**src/rpq_pkg.sv**
```systemverilog
// Package for the RGB to palette quantizer: constants, types and helper functions.
// It has no dependencies. The lookup module and the top level import it.
package rpq_pkg;

  localparam int FullScale  = 255;
  localparam int CubeMax    = 5;
  localparam int CubeSteps  = 6;
  localparam int CubeStep   = FullScale / CubeMax;
  localparam int GrayDiv    = 39;
  localparam int GrayCount  = 40;
  localparam int GrayBase   = 215;
  localparam int GrayFirst  = 1;
  localparam int GrayLast   = GrayCount - 2;
  localparam int SumDepth   = 3 * 256 - 2;
  localparam int SumW       = $clog2(SumDepth);
  localparam int GrayW      = $clog2(GrayCount);

  typedef logic [SumW-1:0]  sum_t;
  typedef logic [GrayW-1:0] gray_t;

  typedef enum logic {
    LUT_FILL,
    LUT_RUN
  } lut_state_t;

  typedef struct packed {
    logic en;
    sum_t addr;
  } rd_req_t;

  function automatic logic [7:0] widen5(input logic [7:0] c);
    return {c[7:3], c[7:5]};
  endfunction

  function automatic logic [7:0] cube_level(input logic [2:0] q);
    return 8'(int'(q) * CubeStep);
  endfunction

  function automatic logic [2:0] cube_q(input logic [7:0] w);
    logic [2:0] q;
    logic [9:0] mid;
    q = '0;
    for (int i = 0; i < CubeMax; i++) begin
      mid = 10'(i * CubeStep) + 10'((i + 1) * CubeStep);
      if ({1'b0, w, 1'b0} > mid) begin
        q = q + 3'd1;
      end
    end
    return q;
  endfunction

  // The gray levels form a constant table, one entry per ramp step.
  function automatic logic [7:0] gray_level(input gray_t k);
    logic [7:0] v;
    v = '0;
    for (int i = 0; i < GrayCount; i++) begin
      if (k == gray_t'(i)) begin
        v = 8'((i * FullScale) / GrayDiv);
      end
    end
    return v;
  endfunction

endpackage

```
**src/rpq_gray_lut.sv**
```systemverilog
// Gray ramp lookup memory indexed by the channel sum, filled by a sweep after reset.
// Depends on rpq_pkg for the gray levels, the state type and the read request struct.
module rpq_gray_lut
  import rpq_pkg::*;
(
  input  logic    clk,
  input  logic    rst_n,
  input  rd_req_t rd_req,
  output gray_t   rd_data,
  output logic    ready
);

  gray_t      mem [SumDepth];
  lut_state_t state_r, state_nxt;
  sum_t       addr_r, addr_nxt;
  gray_t      k_r, k_nxt;
  gray_t      k_fill;
  logic       wr_en;
  logic [11:0] thr;
  logic [11:0] twice_sum;
  gray_t      rd_data_r;

  always_comb begin
    thr       = 12'(3 * (int'(gray_level(k_r)) + int'(gray_level(k_r + gray_t'(1)))));
    twice_sum = {1'b0, addr_r, 1'b0};
    if ((k_r < gray_t'(GrayLast)) && (thr < twice_sum)) begin
      k_fill = k_r + gray_t'(1);
    end else begin
      k_fill = k_r;
    end
  end

  always_comb begin
    state_nxt = state_r;
    addr_nxt  = addr_r;
    k_nxt     = k_r;
    wr_en     = 1'b0;
    ready     = 1'b0;
    case (state_r)
      LUT_FILL: begin
        wr_en    = 1'b1;
        k_nxt    = k_fill;
        addr_nxt = addr_r + sum_t'(1);
        if (addr_r == sum_t'(SumDepth - 1)) begin
          state_nxt = LUT_RUN;
        end
      end
      LUT_RUN: begin
        ready = 1'b1;
      end
      default: begin
        state_nxt = LUT_FILL;
      end
    endcase
  end

  always_ff @(posedge clk) begin
    if (!rst_n) begin
      state_r <= LUT_FILL;
      addr_r  <= '0;
      k_r     <= gray_t'(GrayFirst);
    end else begin
      state_r <= state_nxt;
      addr_r  <= addr_nxt;
      k_r     <= k_nxt;
    end
  end

  always_ff @(posedge clk) begin
    if (wr_en) begin
      mem[addr_r] <= k_fill;
    end
  end

  always_ff @(posedge clk) begin
    if (rd_req.en) begin
      rd_data_r <= mem[rd_req.addr];
    end
  end

  assign rd_data = rd_data_r;

endmodule

```
**config.mk**
```make
export PLATFORM = sky130hd
export DESIGN_NAME = rpq_gray_lut
export DESIGN_NICKNAME = d
export VERILOG_FILES = /design/src/rpq_pkg.sv /design/src/rpq_gray_lut.sv
export SDC_FILE = /design/constraint.sdc
export NUM_CORES = 2
export LEC_CHECK = 0
export BUFFER_PORTS_ARGS = -buffer_cell sky130_fd_sc_hd__buf_2
export CORE_MARGIN = 4
export CORE_UTILIZATION = 50
export CTS_BUF_LIST = sky130_fd_sc_hd__clkbuf_8
export DETAILED_ROUTE_END_ITERATION = 8
export PLACE_DENSITY = 0.65
export SYNTH_ARGS = -nofsm -noshare
export SYNTH_HDL_FRONTEND = slang
export SYNTH_MEMORY_MAX_BITS = 65536
export SYNTH_SLANG_ARGS = --single-unit
```
**constraint.sdc**
```tcl
create_clock -name clk -period 89.1 [get_ports clk]
set_input_delay 13.365 -clock clk [delete_from_list [all_inputs] [get_ports clk]]
set_output_delay 13.365 -clock clk [all_outputs]
set_load 0.01 [all_outputs]
```
==> tab_implementation.tex <==
\begin{tabular}{lr}
\hline
Metric & Value \\
\hline
\multicolumn{2}{l}{\textbf{Floorplan}} \\
Horizontal die dimension & 612.5 um \\
Vertical die dimension & 612.5 um \\
Cell row count & 221 \\
Floorplan die area & 0.3751 mm2 \\
Number of top-level design ports & 20 \\
Starting Density & 50.32\% \\
Core region area & 0.3631 mm2 \\
\multicolumn{2}{l}{\textbf{Pwr}} \\
Flop pwr share & 52.9\% \\
Share of total power in the clock network & 17.8\% \\
Worst ir drop on vdd & 278.3 uV \\
Power density over the cells & 44.98 mW/mm2 \\
Combinational share of power & 29.3\% \\
Static power due to leakage & 61.10 nW \\
Switch share & 35.85\% \\
Net Sw Power & 3.237 mW \\
Internal Pwr Total & 5.791 mW \\
\multicolumn{2}{l}{\textbf{STA}} \\
Final count of pins violating max slew & 0 \\
Number of endpoints with negative hold slack in the final report & 0 \\
Maximum clock skew at final layout & 70.99 ps \\
Unrepaired setup endpoints after global routing & false \\
Final Cycle Share & 21.67\% \\
Final Setup Violations & 0 \\
Worst slew slack as a fraction of its limit & 8.575\% \\
Least-Margin Pin Slew & 1360 ps \\
Total negative setup slack & 0 ps \\
Setup WS post-layout & 69,790 ps \\
Post-layout minimum cycle time & 19,310 ps \\
Fmax & 51.79 MHz \\
\multicolumn{2}{l}{\textbf{Drt}} \\
Average wire length per cell after detail routing & 34.39 um \\
Detail Route Antenna Nets & 0 \\
Total detailed-routing wirelength & 505,300 um \\
Number of vias after detailed routing & 94,972 \\
Number of DRC markers after the initial detailed-route iteration & 13,457 \\
First-pass detailed-route iteration total & 8 \\
Count of unresolved DRC violations after routing & 0 \\
Per-cell via count in the routed design & 6.462 \\
\multicolumn{2}{l}{\textbf{Clock tree}} \\
CTS tree & built \\
CTS Hold Buffers Added & 0 \\
Cts repair resizes & 0 \\
Clock slew seen by the registers of the worst setup and hold paths & 60 ps \\
Root buf cell & sky130\_fd\_sc\_hd\_\_clkbuf\_8 \\
Num CTS Buffers & 713 \\
Number of sinks handled by clock tree synthesis & 4,619 \\
H-Tree Depth & 6 \\
Setup Fix Bufs, Post-CTS & 0 \\
Maximum number of buffers from clock root to sink & 4 \\
Clock latency at the later pin of the worst-skew pair & 1230 ps \\
\multicolumn{2}{l}{\textbf{Critical path}} \\
Worst setup EP type & flop \\
Sequence of cells on the critical path & buf\_12 > buf\_12 > buf\_4 > buf\_4 > buf\_4 > buf\_4 > mux4\_2 > mux4\_2 > a22oi\_1 > a21oi\_1 > nor2\_1 > o21ai\_0 > a211oi\_1 > a211oi\_1 \\
Worst endpoint required time & 90,000 ps \\
Slowest-stage cell, CP & sky130\_fd\_sc\_hd\_\_buf\_4 \\
Slowest cell delay on critical path & 700 ps \\
Startpoint Class & input port \\
Arr. time, crit path & 20,210 ps \\
Family with the most delay on the worst path & buffers and inverters \\
Critical path buffer and inverter count & 6 \\
Cell repeated most along the worst path & sky130\_fd\_sc\_hd\_\_buf\_4 \\
Crit Path Category & in2reg \\
Crit Path Max Fanout & 95 \\
\multicolumn{2}{l}{\textbf{Cells and area}} \\
Post-synthesis to final-layout area growth & 9.848\% \\
Total Nets Final & 9,386 \\
Filler Cells Inserted & 27,274 \\
Fraction of final layout cells sized beyond drive strength 1 & 23.44\% \\
\multicolumn{2}{l}{\textbf{Status}} \\
Result of the run & finished clean \\
\multicolumn{2}{l}{\textbf{Logic synthesis}} \\
Count of distinct cell types in the synthesized netlist & 77 \\
Synth Net Count & 9,036 \\
Count of yosys warnings during synthesis & 0 \\
Dominant cell by count in the synthesized netlist & sky130\_fd\_sc\_hd\_\_edfxtp\_1 \\
Synthesized area & 0.1827 mm2 \\
Portion of synthesized cell area occupied by the leading cell type & 75.64\% \\
Average size of a mapped cell & 20.33 um2 \\
Post-synthesis sequential area ratio & 75.82\% \\
Share of async-settable or async-resettable flops after synthesis & 0\% \\
Number of synthesized flops with an enable pin & 4,602 \\
Most numerous cell types in the synthesized netlist & sky130\_fd\_sc\_hd\_\_edfxtp\_1 (4,602), sky130\_fd\_sc\_hd\_\_mux4\_2 (1,135), sky130\_fd\_sc\_hd\_\_nor2\_1 (886), sky130\_fd\_sc\_hd\_\_mux2i\_1 (361), sky130\_fd\_sc\_hd\_\_clkbuf\_1 (290) \\
Largest area contributor in the netlist & sky130\_fd\_sc\_hd\_\_edfxtp\_1 \\
Synth Register Bits & 4,619 \\
Primary FF master, synth & sky130\_fd\_sc\_hd\_\_edfxtp\_1 \\
Synthesized netlist cell count & 8,986 \\
Top cells by area in the synthesized netlist & sky130\_fd\_sc\_hd\_\_edfxtp\_1 (76\%), sky130\_fd\_sc\_hd\_\_mux4\_2 (14\%), sky130\_fd\_sc\_hd\_\_mux2i\_1 (2.0\%) \\
\multicolumn{2}{l}{\textbf{Global routing}} \\
GRT met2 Usage & 41.41\% \\
Pin count of the biggest net entering global routing & 203 \\
Remaining Overflow, GRT & 0 \\
Global routing met3 resource utilization & 6.094\% \\
Global-route wire length before repair & 715,200 um \\
GRT met1 Usage & 37.46\% \\
Global-route usage over all layers & 26.79\% \\
Antenna violations before repair & 35 \\
Most heavily used metal layer in global routing & met2 \\
Vias in the first global route & 95,331 \\
\multicolumn{2}{l}{\textbf{Placed design}} \\
Placer Congestion & 0.8504 \\
Count of buffers inserted at the top-level ports & 19 \\
Half-perimeter wire length after detailed placement & 294,700 um \\
Pre-CTS WS & 68,510 ps \\
\multicolumn{2}{l}{\textbf{Flow run}} \\
Max-capacitance violation count & 0 \\
\multicolumn{2}{l}{\textbf{Min path}} \\
Type of the worst min-delay path & reg2reg \\
\hline
\end{tabular}
worst min-delay path, cell delays in order, from the launching register on:
cell and delay (ps):
sky130_fd_sc_hd__dfxtp_1 350, sky130_fd_sc_hd__mux2i_1 140, sky130_fd_sc_hd__nor2b_1 60
worst paths after layout:
kind              depth (start not counted)  slack [ps]                   start                      to
setup reg to reg                         30       76200     k_r[3]$_SDFFE_PN0N_   mem[727][0]$_DFFE_PP_
setup / recovery                         14       69790               rd_req[0]    rd_data[1]$_DFFE_PP_
hold / removal                            2         590  addr_r[1]$_SDFFE_PN0N_  addr_r[1]$_SDFFE_PN0N_
hold reg to reg                           2         590  addr_r[1]$_SDFFE_PN0N_  addr_r[1]$_SDFFE_PN0N_
final cells by class:
cell class | instances | area, um2 | share of cell area [%]
clock buffers | 717 | 9868 | 4.917
multi-input cells | 3732 | 41380 | 20.62
inverters | 35 | 141.4 | 0.07045
well taps | 4794 | 5998 | 2.989
diodes | 16 | 40.04 | 0.01995
repair buffers | 235 | 1943 | 0.9682
clock inverters | 548 | 2793 | 1.391
flip-flops and latches | 4619 | 138500 | 69.03
cells in the final DEF (no fill, tap or decap), types with 30 or more instances in the layout:
cell type and instances:
sky130_fd_sc_hd__nand2_1 201, sky130_fd_sc_hd__a211oi_1 71, sky130_fd_sc_hd__clkbuf_8 717, sky130_fd_sc_hd__nand3_1 51, sky130_fd_sc_hd__a21oi_1 111, sky130_fd_sc_hd__nand4_1 30
sky130_fd_sc_hd__nor3_1 54, sky130_fd_sc_hd__a221oi_1 35, sky130_fd_sc_hd__mux2i_1 361, sky130_fd_sc_hd__clkinv_2 68, sky130_fd_sc_hd__clkinv_1 192, sky130_fd_sc_hd__inv_1 251
sky130_fd_sc_hd__ha_1 35, sky130_fd_sc_hd__a22oi_1 78, sky130_fd_sc_hd__o22ai_1 130, sky130_fd_sc_hd__mux4_2 1135, sky130_fd_sc_hd__edfxtp_1 4602, sky130_fd_sc_hd__nor2_1 882
sky130_fd_sc_hd__buf_4 204, sky130_fd_sc_hd__o21ai_0 137
registers in the layout, summed over array words and instances, names as in the netlist:
register	flops
rd_data	6
state_r	1
mem	4596
k_r	6
addr_r	10
stage by stage:
| step | hold slack (ps) | instances | area [um2] | total power [mW] | utilization (%) |
|---|---|---|---|---|---|
| 3_3_place_gp | 568.4 | 13415 | 188000 | 7.259 | 51.78 |
| 4_1_cts | 594.9 | 14680 | 200700 | 9.044 | 55.27 |
| 5_1_grt | 614.3 | 14683 | 200700 | 9.367 | 55.27 |
| 2_1_floorplan | 526.9 | 8986 | 182700 | 5.595 | - |
| 6_report | 592.4 | 14696 | 200700 | 9.027 | 55.28 |
| 3_5_place_dp | 593.3 | 13415 | 188000 | 7.478 | 51.78 |
per-layer routing:
layer | part of all wire, % | wire, um
met1 | 37 | 189300
met2 | 47 | 237300
met3 | 11 | 56610
met4 | 4.4 | 21990
met5 | 0.026 | 133
kinds of logic after synthesis:
family	Yosys count	share of synthesized area (%)
mux	1514	16.08
flops	4619	75.82
xor+xnor	28	0.1342
compound gates	767	2.797
simple gates	1386	3.157
buf+inv	635	1.747
fa+ha+maj	37	0.2616
power by group through the flow:
stage	clock [mW]	combinational [mW]	sequential (mW)
after global placement	0	2.46	4.80
final	1.61	2.64	4.78
after detailed placement	0	2.67	4.81
after global routing	1.73	2.85	4.78
after CTS	1.63	2.65	4.77
after floorplan	0	0.660	4.94
Power figures use the tool's default switching activity.
